<file path="src/hw/rtl/bimc_queue.sv">
// Small register queue between the front and back ends.
module bimc_queue #(
   parameter int WIDTH = 8,
   parameter int DEPTH = 4
) (
   input  logic             clock,
   input  logic             reset,
   input  logic             push,
   input  logic [WIDTH-1:0] din,
   output logic             full,
   input  logic             pop,
   output logic [WIDTH-1:0] dout,
   output logic             empty
);

   localparam int PW = (DEPTH > 1) ? $clog2(DEPTH) : 1;
   localparam int NW = $clog2(DEPTH + 1);
   localparam logic [PW-1:0] LAST = PW'(DEPTH - 1);

   logic [WIDTH-1:0] mem_ff [DEPTH];
   logic [PW-1:0]    wr_ff, rd_ff;
   logic [NW-1:0]    count_ff;

   assign full  = (count_ff == NW'(DEPTH));
   assign empty = (count_ff == '0);
   assign dout  = mem_ff[rd_ff];

   always_ff @(posedge clock) begin
      if (push) begin
         mem_ff[wr_ff] <= din;
      end
   end

   always_ff @(posedge clock) begin
      if (reset) begin
         wr_ff    <= '0;
         rd_ff    <= '0;
         count_ff <= '0;
      end else begin
         if (push) begin
            wr_ff <= (wr_ff == LAST) ? '0 : wr_ff + PW'(1);
         end
         if (pop) begin
            rd_ff <= (rd_ff == LAST) ? '0 : rd_ff + PW'(1);
         end
         count_ff <= count_ff + NW'(push) - NW'(pop);
      end
   end

   a_no_overflow: assert property (@(posedge clock) disable iff (reset)
      push |-> (!full || pop)) else $error("queue push while full");
   a_no_underflow: assert property (@(posedge clock) disable iff (reset)
      pop |-> !empty) else $error("queue pop while empty");
   a_count_bound: assert property (@(posedge clock) disable iff (reset)
      count_ff <= NW'(DEPTH)) else $error("queue count out of range");

endmodule

</file>
<file path="config.mk">
export PLATFORM = sky130hd
export DESIGN_NAME = bimc_queue
export DESIGN_NICKNAME = d
export VERILOG_FILES = /design/src/hw/rtl/bimc_queue.sv
export SDC_FILE = /design/constraint.sdc
export NUM_CORES = 1
export LEC_CHECK = 0
export ABC_AREA = 0
export BUFFER_PORTS_ARGS = -buffer_cell sky130_fd_sc_hd__buf_2
export CAP_MARGIN = 20
export CORE_MARGIN = 2
export CORE_UTILIZATION = 34
export CTS_CLUSTER_SIZE = 25
export DETAILED_ROUTE_END_ITERATION = 8
export HOLD_SLACK_MARGIN = 0.02
export SYNTH_ARGS = -nofsm -noshare
export SYNTH_HDL_FRONTEND = slang
export SYNTH_SLANG_ARGS = --single-unit
</file>
<file path="constraint.sdc">
create_clock -name clock -period 2 [get_ports clock]
set_clock_uncertainty 0.1 [all_clocks]
set_input_delay 0.4 -clock clock [delete_from_list [all_inputs] [get_ports clock]]
set_output_delay 0.4 -clock clock [all_outputs]
set_load 0.005 [all_outputs]
</file>
# ---- Word-level counts from Yosys, hierarchy flattened
# Memories as Yosys holds them, arrays and structs flattened. A register that Yosys moved wholly into a read port is not among the register bits.
# Cells that the tools add are included.
# W data, S select, Z words.
dict set report totals {
  mem_count 1
  regBits 7
  romBits 0
  ram_bits 32
  elab_cells 18
  latch_bits 0
  output_inout_bits 10
}
# memory depth word_bits rd rd_ports_with_merged_regs wr line_no
set mem_list {}
lappend mem_list {mem_ff 4 8 1 1 1 20} ;# logic [WIDTH-1:0] mem_ff [DEPTH];
dict set report classes {
  n_eq_ne 3
  n_shift 0
  muxes 6
  multipliers 0
  div_mod_pow 0
  reduce_logical 1
  order_cmp 0
  addsub 4
  bitwise 0
}
# operator count
set op_table {}
lappend op_table {{$mux W2} 4}
lappend op_table {{$add A2 B1 Y2 const B} 2}
lappend op_table {{$eq A2 B2 Y1 const B} 2}
lappend op_table {{$add A3 B1 Y3} 1}
lappend op_table {{$eq A3 B3 Y1 const B} 1}
lappend op_table {{$logic_not A3 Y1} 1}
lappend op_table {{$sub A3 B1 Y3} 1}
lappend op_table {{$mux W1} 2}

# ---- Longest topological paths before layout
dict set report depth {
  word_depth 4
  mapped_depth 7
  ltp_nobuf 7
}

# ---- Worst setup path after synthesis
# No wires, ideal clock.
dict set report synth_timing {
  kind {input-to-reg}
  start {input pop}
  end {register count_ff[2]}
  slack_ps 348
  t_arrival_ps 1441
  required_ps 1790
  path_stages 6
  n_path_buf 0
  path_cell_list {ha_1 > inv_1 > ha_1 > fa_1 > xor3_1 > nor2_1}
}
dict set report synth_via {
  elab_chain_len 1
}
# item line_no
set synth_lines {}
lappend synth_lines {{start: declaration} 11} ;# input logic pop,
lappend synth_lines {{$sub A3 B1 Y3} 46} ;# count_ff <= count_ff + NW'(push) - NW'(pop);
lappend synth_lines {{end signal: assignment} 46}
lappend synth_lines {{end: declaration} 22} ;# logic [NW-1:0] count_ff;
# No other way between the ends.
# A chain may end at the register's enable or synchronous reset.

==> metrics <==
run status=complete, no violations; R2R depth=7; Slew HR=around 69%; DR vias/cell=4.66; GRT overflow=0; Hold Path Depth=1; Ys Warns=0; Placed Cells=159; syn_nets=about 110; DRC violations left=0; DR pass1 iterations=3; Hold Path Origin=din[3]; Initial Util=around 35%; Area Overhead vs Synth=15.5%; RR Endpoint=count_ff[2]; Initial DRC Count=26; number of port buffers=21; io pins=22; Fin Setup TNS=0 ns; CP max FO=8; unrepaired setup endpoints after global routing=false; CP Class=register to output pin; WHS Endpoint=mem_ff[3][3]; DIE HEIGHT=about 73 um; TritonCTS buffer count=5; Worst IR Drop VDD=between 0.4 and 0.5 mV; Worst-path clk slew=roughly 0.07 ns; DIE AREA=0.00531 mm2; f_max=roughly 520 MHz; worst slew pin tran=0.460 ns; DR vias=around 780; Post-Syn Area=~0.0016 mm2; Total GRT Usage=between 10% and 20%; post-synthesis register bit count=about 40; cts hold-fix bufs=0; Post-DRT Antenna Nets=0; Final Max Slew Viols=0; post-CTS setup buffers=0; clock sinks=41; Lkg Pwr=a little under 0.7 nW; Hold WC Path Type=input port to register; Final nets=between 100 and 150; root buffer cell=clkbuf_8; Worst-Skew Late Latency=around 0.28 ns; final worst-path cycle share=approximately 96%; Routed WL=roughly 2500 um; largest net degree at the start of global routing=12; Cells after Synth=85; R2R Setup Slk=around 0.3 ns; minimum clock period after layout=1.91 ns; vias in the first global route=809; most frequent cells in the layout=32 x edfxtp_1, 21 x buf_2, 8 x mux4_2, 8 x dfxtp_1, 7 x ha_1; crit start category=register; CTS tree=built; layout cells sized above 1=31.9%; WHS=0.227 ns; # diodes=0; Final Instance Count excl. Fillers=167; Chip Width=~73 um; endpoints failing hold=0; core area=0.00466 mm2; Synth cell types=18; routability cong.=0.634; wire length per cell=between 10 and 15 um; max-cap violations=0; CP required=roughly 1.5 ns; sequential cell area fraction in the yosys report=a little over two thirds; final setup fails=0; PD cells=approximately 930 mW/mm2; hpwl dp=1720 um; Design Power=around 1.7 mW; post-cts resize count=0; # H-tree levels=2; CP Capture Type=output pin; Synth Area per Inst=about 19 um2; commonest non-fill, non-tap cell in the layout=edfxtp_1; row cnt=25; CP arrival=approximately 1.4 ns; reg2reg start=count_ff[0]; CTS max path bufs=2; first-pass GRT wire length=3990 um; initial antenna violation count=0
## logic make-up after synthesis
kind of cell             after synthesis  share of synthesized area, %
multiplexers                          10                          12.4
flip-flops                            41                          70.8
adder cells (fa/ha/maj)                8                          6.68
buffers and inverters                  8                          2.41
XOR/XNOR                               1                          1.47
AO/OA/AOI/OAI                          2                         0.621
AND/OR/NAND/NOR                       15                          5.59
## how the worst max path moves through the flow
| stage | to | cells after the start | slack [ns] | startpoint |
|---|---|---|---|---|
| 4_1_cts | dout[6] | 3 | 0.008 | register |
| 3_5_place_dp | count_ff[2] | 7 | 0.12 | pop |
| 3_3_place_gp | count_ff[2] | 7 | 0.19 | pop |
| 2_1_floorplan | count_ff[2] | 6 | 0.35 | pop |
| 6_report | dout[6] | 3 | 0.09 | register |
| 5_1_grt | dout[3] | 3 | 0.01 | register |
## metal layers
layer | vias up | share of wire [%] | global-route usage (%)
met5 | - | 0 | 0
met4 | 0 | 1.4 | 4.94
met3 | 5 | 5.7 | 4.28
met2 | 20 | 50 | 16.5
met1 | 378 | 43 | 13.4
li1 | 375 | - | -
## where the power goes
| group | switching, mW | internal, mW | leakage [nW] |
|---|---|---|---|
| Combinational | 0.0955 | 0.130 | 0.283 |
| Clock | 0.247 | 0.248 | 0.0395 |
| Sequential | 0.0292 | 0.972 | 0.369 |
| Total | 0.371 | 1.35 | 0.691 |
## critical path, cell delays in order (launching register included)
cell and delay [ns]:
dfxtp_2 0.32, buf_6 0.16, mux4_2 0.51, buf_2 0.14
## through the flow
step	utilization [%]	area, um2	worst slack (ns)
finish	39.9	1860	0.0872
global route	39.9	1860	0.0127
CTS	39.8	1860	0.00819
detailed placement	38.1	1780	0.121
global placement	38.1	1780	0.193
floorplan	-	1610	0.348
## cell usage after synthesis
master | n | share of area (%)
nor3_1 | 1 | 0.31
ha_1 | 7 | 5.4
inv_1 | 6 | 1.4
nor2b_1 | 2 | 0.78
fa_1 | 1 | 1.2
dfxtp_1 | 9 | 11
xor3_1 | 1 | 1.5
mux2i_1 | 2 | 1.2
clkbuf_2 | 1 | 0.31
mux4_2 | 8 | 11
and3_1 | 1 | 0.39
a21oi_1 | 2 | 0.62
buf_6 | 1 | 0.70
or3b_1 | 2 | 1.1
nor2_1 | 3 | 0.70
and2_1 | 4 | 1.6
nand2b_1 | 2 | 0.78
edfxtp_1 | 32 | 60
## registers in the layout, indices dropped and copies added, names as in the netlist, named ones only
register,flops
rd_ff,2
count_ff,3
wr_ff,2
mem_ff,32
## area by class of cell
cell class,count,area (um2)
multi-input combinational,36,432
tap,54,67.6
inverter,6,22.5
clock buffer,8,80.1
fill,437,2800
timing repair buffer,22,116
sequential,41,1140
No activity file was read; power rests on OpenSTA's default activity.
