**src/hw/rtl/bimc_pkg.sv**
```systemverilog
// Shared constants and types of the bilinear interpolator with missing corners.
package bimc_pkg;

   localparam int VALUE_BITS_DEF = 32;
   localparam int FRAC_BITS_DEF  = 16;
   localparam int THRESH_BITS    = 16;
   localparam logic [THRESH_BITS-1:0] THRESH_RESET = 16'd66;
   localparam int QUEUE_DEPTH    = 4;

   // How the back end forms the result of one request
   typedef enum logic [3:0] {
      MODE_SNAP   = 4'b0001,
      MODE_BILIN  = 4'b0010,
      MODE_EDGE   = 4'b0100,
      MODE_ABSENT = 4'b1000
   } mode_type;

   // Corner slots, in missing-mask bit order
   localparam logic [1:0] CORNER_LL = 2'd0;
   localparam logic [1:0] CORNER_LR = 2'd1;
   localparam logic [1:0] CORNER_HL = 2'd2;
   localparam logic [1:0] CORNER_HR = 2'd3;

   // Edges, in test order
   localparam logic [1:0] EDGE_X1 = 2'd0;
   localparam logic [1:0] EDGE_X2 = 2'd1;
   localparam logic [1:0] EDGE_Y1 = 2'd2;
   localparam logic [1:0] EDGE_Y2 = 2'd3;

   typedef struct packed {
      mode_type   mode;
      logic [1:0] sel;       // snapped corner or chosen edge
      logic [3:0] use_mask;  // corners that take part in the bilinear sum
   } ctrl_type;

endpackage

```
**src/hw/rtl/bimc_front.sv**
```systemverilog
// Front end: threshold register, position clamp and request classification.
module bimc_front #(
   parameter int FRAC_BITS = 16
) (
   input  logic                           clock,
   input  logic                           reset,
   input  logic                           csr_we,
   input  logic [bimc_pkg::THRESH_BITS-1:0] csr_wdata,
   input  logic [FRAC_BITS:0]             frac_x,
   input  logic [FRAC_BITS:0]             frac_y,
   input  logic [3:0]                     absent_mask,
   output logic [FRAC_BITS:0]             dx,
   output logic [FRAC_BITS:0]             dy,
   output bimc_pkg::ctrl_type             ctrl
);
   import bimc_pkg::*;

   localparam logic [FRAC_BITS:0] ONE = (FRAC_BITS+1)'(1) << FRAC_BITS;
   localparam int CW = (FRAC_BITS + 1 > THRESH_BITS) ? FRAC_BITS + 1 : THRESH_BITS;

   logic [THRESH_BITS-1:0] thresh_ff;
   logic [FRAC_BITS:0]     x, y, dx2, dy2;
   logic [CW-1:0]          t;
   logic                   near_x1, near_x2, near_y1, near_y2;
   logic [2:0]             missing;

   always_ff @(posedge clock) begin
      if (reset) begin
         thresh_ff <= THRESH_RESET;
      end else if (csr_we) begin
         thresh_ff <= csr_wdata;
      end
   end

   // Clamp positions above one
   assign x   = (frac_x > ONE) ? ONE : frac_x;
   assign y   = (frac_y > ONE) ? ONE : frac_y;
   assign dx2 = ONE - x;
   assign dy2 = ONE - y;
   assign dx  = x;
   assign dy  = y;

   assign t       = CW'(thresh_ff);
   assign near_x1 = CW'(x) < t;
   assign near_x2 = CW'(dx2) < t;
   assign near_y1 = CW'(y) < t;
   assign near_y2 = CW'(dy2) < t;
   assign missing = 3'(absent_mask[0]) + 3'(absent_mask[1])
                  + 3'(absent_mask[2]) + 3'(absent_mask[3]);

   always_comb begin
      ctrl.mode     = MODE_ABSENT;
      ctrl.sel      = CORNER_LL;
      ctrl.use_mask = ~absent_mask;
      if (near_x1 && near_y1) begin
         ctrl.sel  = CORNER_LL;
         ctrl.mode = absent_mask[0] ? MODE_ABSENT : MODE_SNAP;
      end else if (near_x2 && near_y1) begin
         ctrl.sel  = CORNER_LR;
         ctrl.mode = absent_mask[1] ? MODE_ABSENT : MODE_SNAP;
      end else if (near_x1 && near_y2) begin
         ctrl.sel  = CORNER_HL;
         ctrl.mode = absent_mask[2] ? MODE_ABSENT : MODE_SNAP;
      end else if (near_x2 && near_y2) begin
         ctrl.sel  = CORNER_HR;
         ctrl.mode = absent_mask[3] ? MODE_ABSENT : MODE_SNAP;
      end else if (missing <= 3'd1) begin
         ctrl.mode = MODE_BILIN;
      end else if (missing == 3'd2) begin
         // first near edge decides; its two corners must be the present ones
         if (near_x1) begin
            ctrl.sel  = EDGE_X1;
            ctrl.mode = (absent_mask == 4'b1010) ? MODE_EDGE : MODE_ABSENT;
         end else if (near_x2) begin
            ctrl.sel  = EDGE_X2;
            ctrl.mode = (absent_mask == 4'b0101) ? MODE_EDGE : MODE_ABSENT;
         end else if (near_y1) begin
            ctrl.sel  = EDGE_Y1;
            ctrl.mode = (absent_mask == 4'b1100) ? MODE_EDGE : MODE_ABSENT;
         end else if (near_y2) begin
            ctrl.sel  = EDGE_Y2;
            ctrl.mode = (absent_mask == 4'b0011) ? MODE_EDGE : MODE_ABSENT;
         end
      end
   end

endmodule

```
**config.mk**
```make
export PLATFORM = sky130hd
export DESIGN_NAME = bimc_front
export DESIGN_NICKNAME = d
export VERILOG_FILES = /design/src/hw/rtl/bimc_pkg.sv /design/src/hw/rtl/bimc_front.sv
export SDC_FILE = /design/constraint.sdc
export NUM_CORES = 1
export LEC_CHECK = 0
export BUFFER_PORTS_ARGS = -buffer_cell sky130_fd_sc_hd__buf_2
export CAP_MARGIN = 20
export CORE_MARGIN = 8
export CORE_UTILIZATION = 50
export CTS_CLUSTER_SIZE = 28
export DETAILED_ROUTE_END_ITERATION = 8
export PLACE_DENSITY = 0.78
export SLEW_MARGIN = 5
export SYNTH_ARGS = -nofsm -noshare
export SYNTH_HDL_FRONTEND = slang
export SYNTH_SLANG_ARGS = --single-unit
```
**constraint.sdc**
```tcl
create_clock -name clock -period 5.2 [get_ports clock]
set_input_delay 0.26 -clock clock [delete_from_list [all_inputs] [get_ports clock]]
set_output_delay 0.26 -clock clock [all_outputs]
set_load 0.005 [all_outputs]
```
=== Yosys cells after proc, flatten, opt, wreduce, memory -nomap -nowiden ===
Index checks and enable logic that the tools add are counted.

* Eq/ne operators: 5
* Muxes and demuxes: 21
* $lt $le $gt $ge: 7
* Bitwise operators: 1
* Reduce and logical (&&, ||, !) cells: 4
* Add/sub/neg operators: 5

{| class="wikitable"
|+ Operators with widths
! cell !! number
|-
| < comparator 17 x 16 -> 1 bit || 4
|-
| two-way mux 6 bit || 9
|-
| two-way mux 4 bit || 9
|-
| > comparator 17 bit, second input constant || 2
|-
| two-way mux 17 bit || 2
|-
| subtractor 17 bit, first input constant || 2
|-
| == test 4 bit, second input constant || 2
|-
| == test 4 x 2 -> 1 bit, second input constant || 1
|-
| == test 4 x 3 -> 1 bit, second input constant || 1
|-
| logical AND 1 bit || 4
|-
| inverter 4 bit || 1
|-
| adder 2 x 1 -> 3 bit || 1
|-
| adder 3 x 1 -> 3 bit || 1
|-
| == test 3 x 2 -> 1 bit, second input constant || 1
|-
| less-or-equal comparator 3 x 1 -> 1 bit, second input constant || 1
|-
| adder 1 x 1 -> 2 bit || 1
|-
| two-way mux 2 bit || 1
|}

* Bits of input ports: 57
* Output and inout port bits: 44
* Logic and storage cells: 44
* Bits in registers: 16

=== Longest topological paths before layout ===
* Depth after elaboration: 14
* Gate-level depth with buffers: 19
* Gate-level depth less buffers: 18

=== Least setup slack after synthesis ===
OpenSTA, ideal clock, no wires.

* Path kind: input port to output port
* Start: input frac_y[2]
* End: output ctrl[9] (netlist name)
* Data arrival time: 3.681 ns
* Stages: 15
* Path slack: 1.259 ns
* Required time: 4.940 ns
* Path buffers: 1
* Path through: or4_4 > or3_4 > nor3_4 > nand4_2 > nand2_2 > buf_6 > and2_2 > xnor2_1 > ha_1 > a2111o_1 > o211ai_1 > nand3_2 > a2111o_1 > a31oi_1 > a31oi_1

{| class="wikitable"
|+ RTL lines
! item !! line !! RTL
|-
| start: declaration || bimc_front.sv:10 || <nowiki>input logic [FRAC_BITS:0] frac_y,</nowiki>
|-
| end: declaration || bimc_front.sv:14 || <nowiki>output bimc_pkg::ctrl_type ctrl</nowiki>
|}

==> flow_metrics.env <==
export IMPL_die_width_um=97.4
export IMPL_syn_mean_instance_area_um2=7.65
export IMPL_clkSlewWorstSetupHoldPaths_ns=0.07
export IMPL_cp_end_kind="output port"
export IMPL_report_final_setup_viol=0
export IMPL_non_filler_instances=604
export IMPL_leakagePower_nw=1.94
export IMPL_totalWireLength_mm=10.0
export IMPL_synth_net_count=561
export IMPL_routedWlPerCell_um=16.6
export IMPL_gr_usage_all_layers=0.200
export IMPL_number_of_instances_in_the_synthesized_netlist=433
export IMPL_drt_iter0_markers=113
export IMPL_ys_warnings_count=0
export IMPL_cts_inserted_buffers=3
export IMPL_via_count=3587
export IMPL_syn_cell_area_um2=3310
export IMPL_hold_depth=3
export IMPL_top_level_ports=101
export IMPL_cts_resized=0
export IMPL_yosys_register_bits=16
export IMPL_outcome="finished clean"
export IMPL_worstHoldEndpoint="thresh_ff[1]$_SDFFE_PP1P_"
export IMPL_cellPowerDensity_nw_per_um2=158
export IMPL_start_util=0.518
export IMPL_core_box_area_um2=6390
export IMPL_finalMaxSlewViolations=0
export IMPL_worstRegToRegCells=2
export IMPL_antenna_violating_nets_post_route=0
export IMPL_number_of_h_tree_levels=1
export IMPL_skew_ns=0
export IMPL_detail_route_first_pass_iterations=4
export IMPL_clock_path_buffers=2
export IMPL_edff_count_synth=0
export IMPL_antenna_cells=0
export IMPL_most_common_layout_cells="sky130_fd_sc_hd__buf_2, sky130_fd_sc_hd__ha_1, sky130_fd_sc_hd__nor2_1, sky130_fd_sc_hd__inv_1, sky130_fd_sc_hd__nand2_1"
export IMPL_die_area_um2=9480
export IMPL_largest_reg_flops=16
export IMPL_synth_sequential_area_ratio=0.0967
export IMPL_maxCapViolations=0
export IMPL_insertion_delay_ns=0.26
export IMPL_fillCellCount=616
export IMPL_ctsHoldBuffers=0
export IMPL_globalplace_congestion=0.928
export IMPL_grt_max_degree=25
export IMPL_cts_sink_count=16
export IMPL_hold_class="primary input to flip-flop"
export IMPL_startpoint_type="primary input"
export IMPL_num_nets_final=656
export IMPL_top_register="thresh_ff"
export IMPL_rr_endpoint="thresh_ff[1]$_SDFFE_PP1P_"
export IMPL_ir_drop_v=0.000143
export IMPL_final_period_minus_worst_setup_slack_ns=4.71
export IMPL_ys_async_sr_fraction=0
export IMPL_largestRegisters="thresh_ff x16"
export IMPL_path_max_fanout=11
export IMPL_layout_overhead_on_the_synthesized_area_pct=18.3
export IMPL_wire_length_of_the_first_global_routing_pass_mm=16.5
export IMPL_normalized_max_slew_margin=0.559
export IMPL_crit_type="primary input to output port"
export IMPL_cts_root_buffer="sky130_fd_sc_hd__clkbuf_8"
export IMPL_share_of_final_layout_standard_cells_stronger_than_drive_strength_1=0.239
export IMPL_drc=0
export IMPL_hpwl_mm=8.56
export IMPL_synthFlopType="sky130_fd_sc_hd__dfxtp_1"
export IMPL_regToRegStartpoint="thresh_ff[1]$_SDFFE_PP1P_"
export IMPL_hold_path_start="csr_wdata[1]"
export IMPL_synth_cell_types=67
export IMPL_grt_ovfl_total=0
export IMPL_postCtsSetupBuffers=0
export IMPL_required_time_at_the_endpoint_of_the_critical_path_ns=4.94
export IMPL_place_detailed_instances=600
export IMPL_final_hold_violation_count=0
export IMPL_setup_total_negative_slack_ns=0
export IMPL_die_h_um=97.4
export IMPL_r2r_slack_ns=4.49
export IMPL_rows=29
export IMPL_grt_pass1_vias=3577
export IMPL_final_common_cell="sky130_fd_sc_hd__buf_2"
export IMPL_portBuffers=100
export IMPL_crit_arrival_ns=4.45
export IMPL_drt_vias_per_instance=5.94
export IMPL_achievable_frequency_mhz=212
export IMPL_tightest_slew_ns=0.656
export IMPL_cts_tree="done"
export IMPL_grt_setup_unrepaired="false"
export IMPL_grt_antenna_before_repair=0
export IMPL_post_route_period_util=0.905
## area by class of cell
type,instances,area [um^2],area share
Tap cell,77,96.3,0.0246
Multi-Input combinational cell,373,2820,0.719
Sequential cell,16,320,0.0818
Timing Repair Buffer,100,500,0.128
Inverter,34,128,0.0326
Clock buffer,4,55.1,0.0141
## worst max-delay path, stage by stage
cell and delay (ns):
sky130_fd_sc_hd__buf_2 0.12, sky130_fd_sc_hd__or4_4 0.55, sky130_fd_sc_hd__or3_4 0.38, sky130_fd_sc_hd__nor3_4 0.22, sky130_fd_sc_hd__nand4_2 0.17, sky130_fd_sc_hd__nand2_2 0.25, sky130_fd_sc_hd__and2_1 0.29, sky130_fd_sc_hd__ha_1 0.29
sky130_fd_sc_hd__nand4_1 0.14, sky130_fd_sc_hd__a2111oi_0 0.10, sky130_fd_sc_hd__a2111o_1 0.46, sky130_fd_sc_hd__o31ai_4 0.42, sky130_fd_sc_hd__and4_1 0.31, sky130_fd_sc_hd__nor3_4 0.05, sky130_fd_sc_hd__o32ai_1 0.14, sky130_fd_sc_hd__and3b_1 0.19
sky130_fd_sc_hd__buf_2 0.11
## metal layers
metal / vias to the layer above / global-route usage / wire, um
met4: 0 / 0.0431 / 216
met1: 1670 / 0.235 / 4280
met2: 126 / 0.359 / 4960
met5: - / 0 / 0
met3: 18 / 0.0405 / 569
li1: 1773 / - / -
## worst max path at each step
stage / slack (ns) / end / start
after floorplan: 1.26 / ctrl[9] / frac_y[2]
after global placement: 0.59 / ctrl[8] / frac_y[2]
after detailed placement: 0.58 / ctrl[8] / frac_y[2]
after CTS: 0.55 / ctrl[8] / frac_y[2]
after global routing: 0.20 / ctrl[9] / frac_x[6]
final: 0.49 / ctrl[8] / frac_y[2]
## cells in the mapped netlist (all sizes together), types with 4 or more instances
master | count | share of area
a21o | 8 | 0.019
a21oi | 27 | 0.041
a31oi | 7 | 0.013
and2 | 9 | 0.018
and2b | 4 | 0.0098
buf | 5 | 0.0079
clkbuf | 5 | 0.0057
dfxtp | 16 | 0.097
ha | 70 | 0.26
inv | 34 | 0.039
mux2i | 15 | 0.045
nand2 | 29 | 0.034
nand2b | 4 | 0.0076
nand3 | 9 | 0.015
nand4 | 8 | 0.017
nor2 | 47 | 0.053
nor2b | 19 | 0.036
nor3 | 18 | 0.034
nor4 | 5 | 0.016
o211ai | 4 | 0.0091
o21a | 6 | 0.014
o21ai | 19 | 0.029
or3 | 5 | 0.012
xnor2 | 8 | 0.021
xor2 | 7 | 0.019
## through the flow
stage / instance area (um^2) / power (mW) / worst slack, ns / utilization / hold WS, ns
finish: 3920 / 0.619 / 0.493 / 0.613 / 0.217
global route: 3920 / 0.674 / 0.204 / 0.613 / 0.235
CTS: 3920 / 0.617 / 0.551 / 0.613 / 0.217
detailed placement: 3860 / 0.501 / 0.577 / 0.605 / 0.481
global placement: 3860 / 0.487 / 0.595 / 0.605 / 0.474
floorplan: 3310 / 0.381 / 1.26 / - / 0.332
## kinds of logic after synthesis
| group | count (synthesis) | share of synthesized area |
|---|---|---|
| simple gates | 168 | 0.279 |
| buf+inv | 44 | 0.0522 |
| fa+ha+maj | 71 | 0.271 |
| flops | 16 | 0.0968 |
| xor+xnor | 15 | 0.0397 |
| compound gates | 104 | 0.216 |
| mux | 15 | 0.0454 |
## power breakdown
group	leakage, nW	internal [mW]	switching (mW)	total (mW)
Clock	0.0288	0.0674	0.0476	0.115
Sequential	0.132	0.130	0.00396	0.134
Combinational	1.78	0.160	0.210	0.370
(Power assumes the default switching activity.)
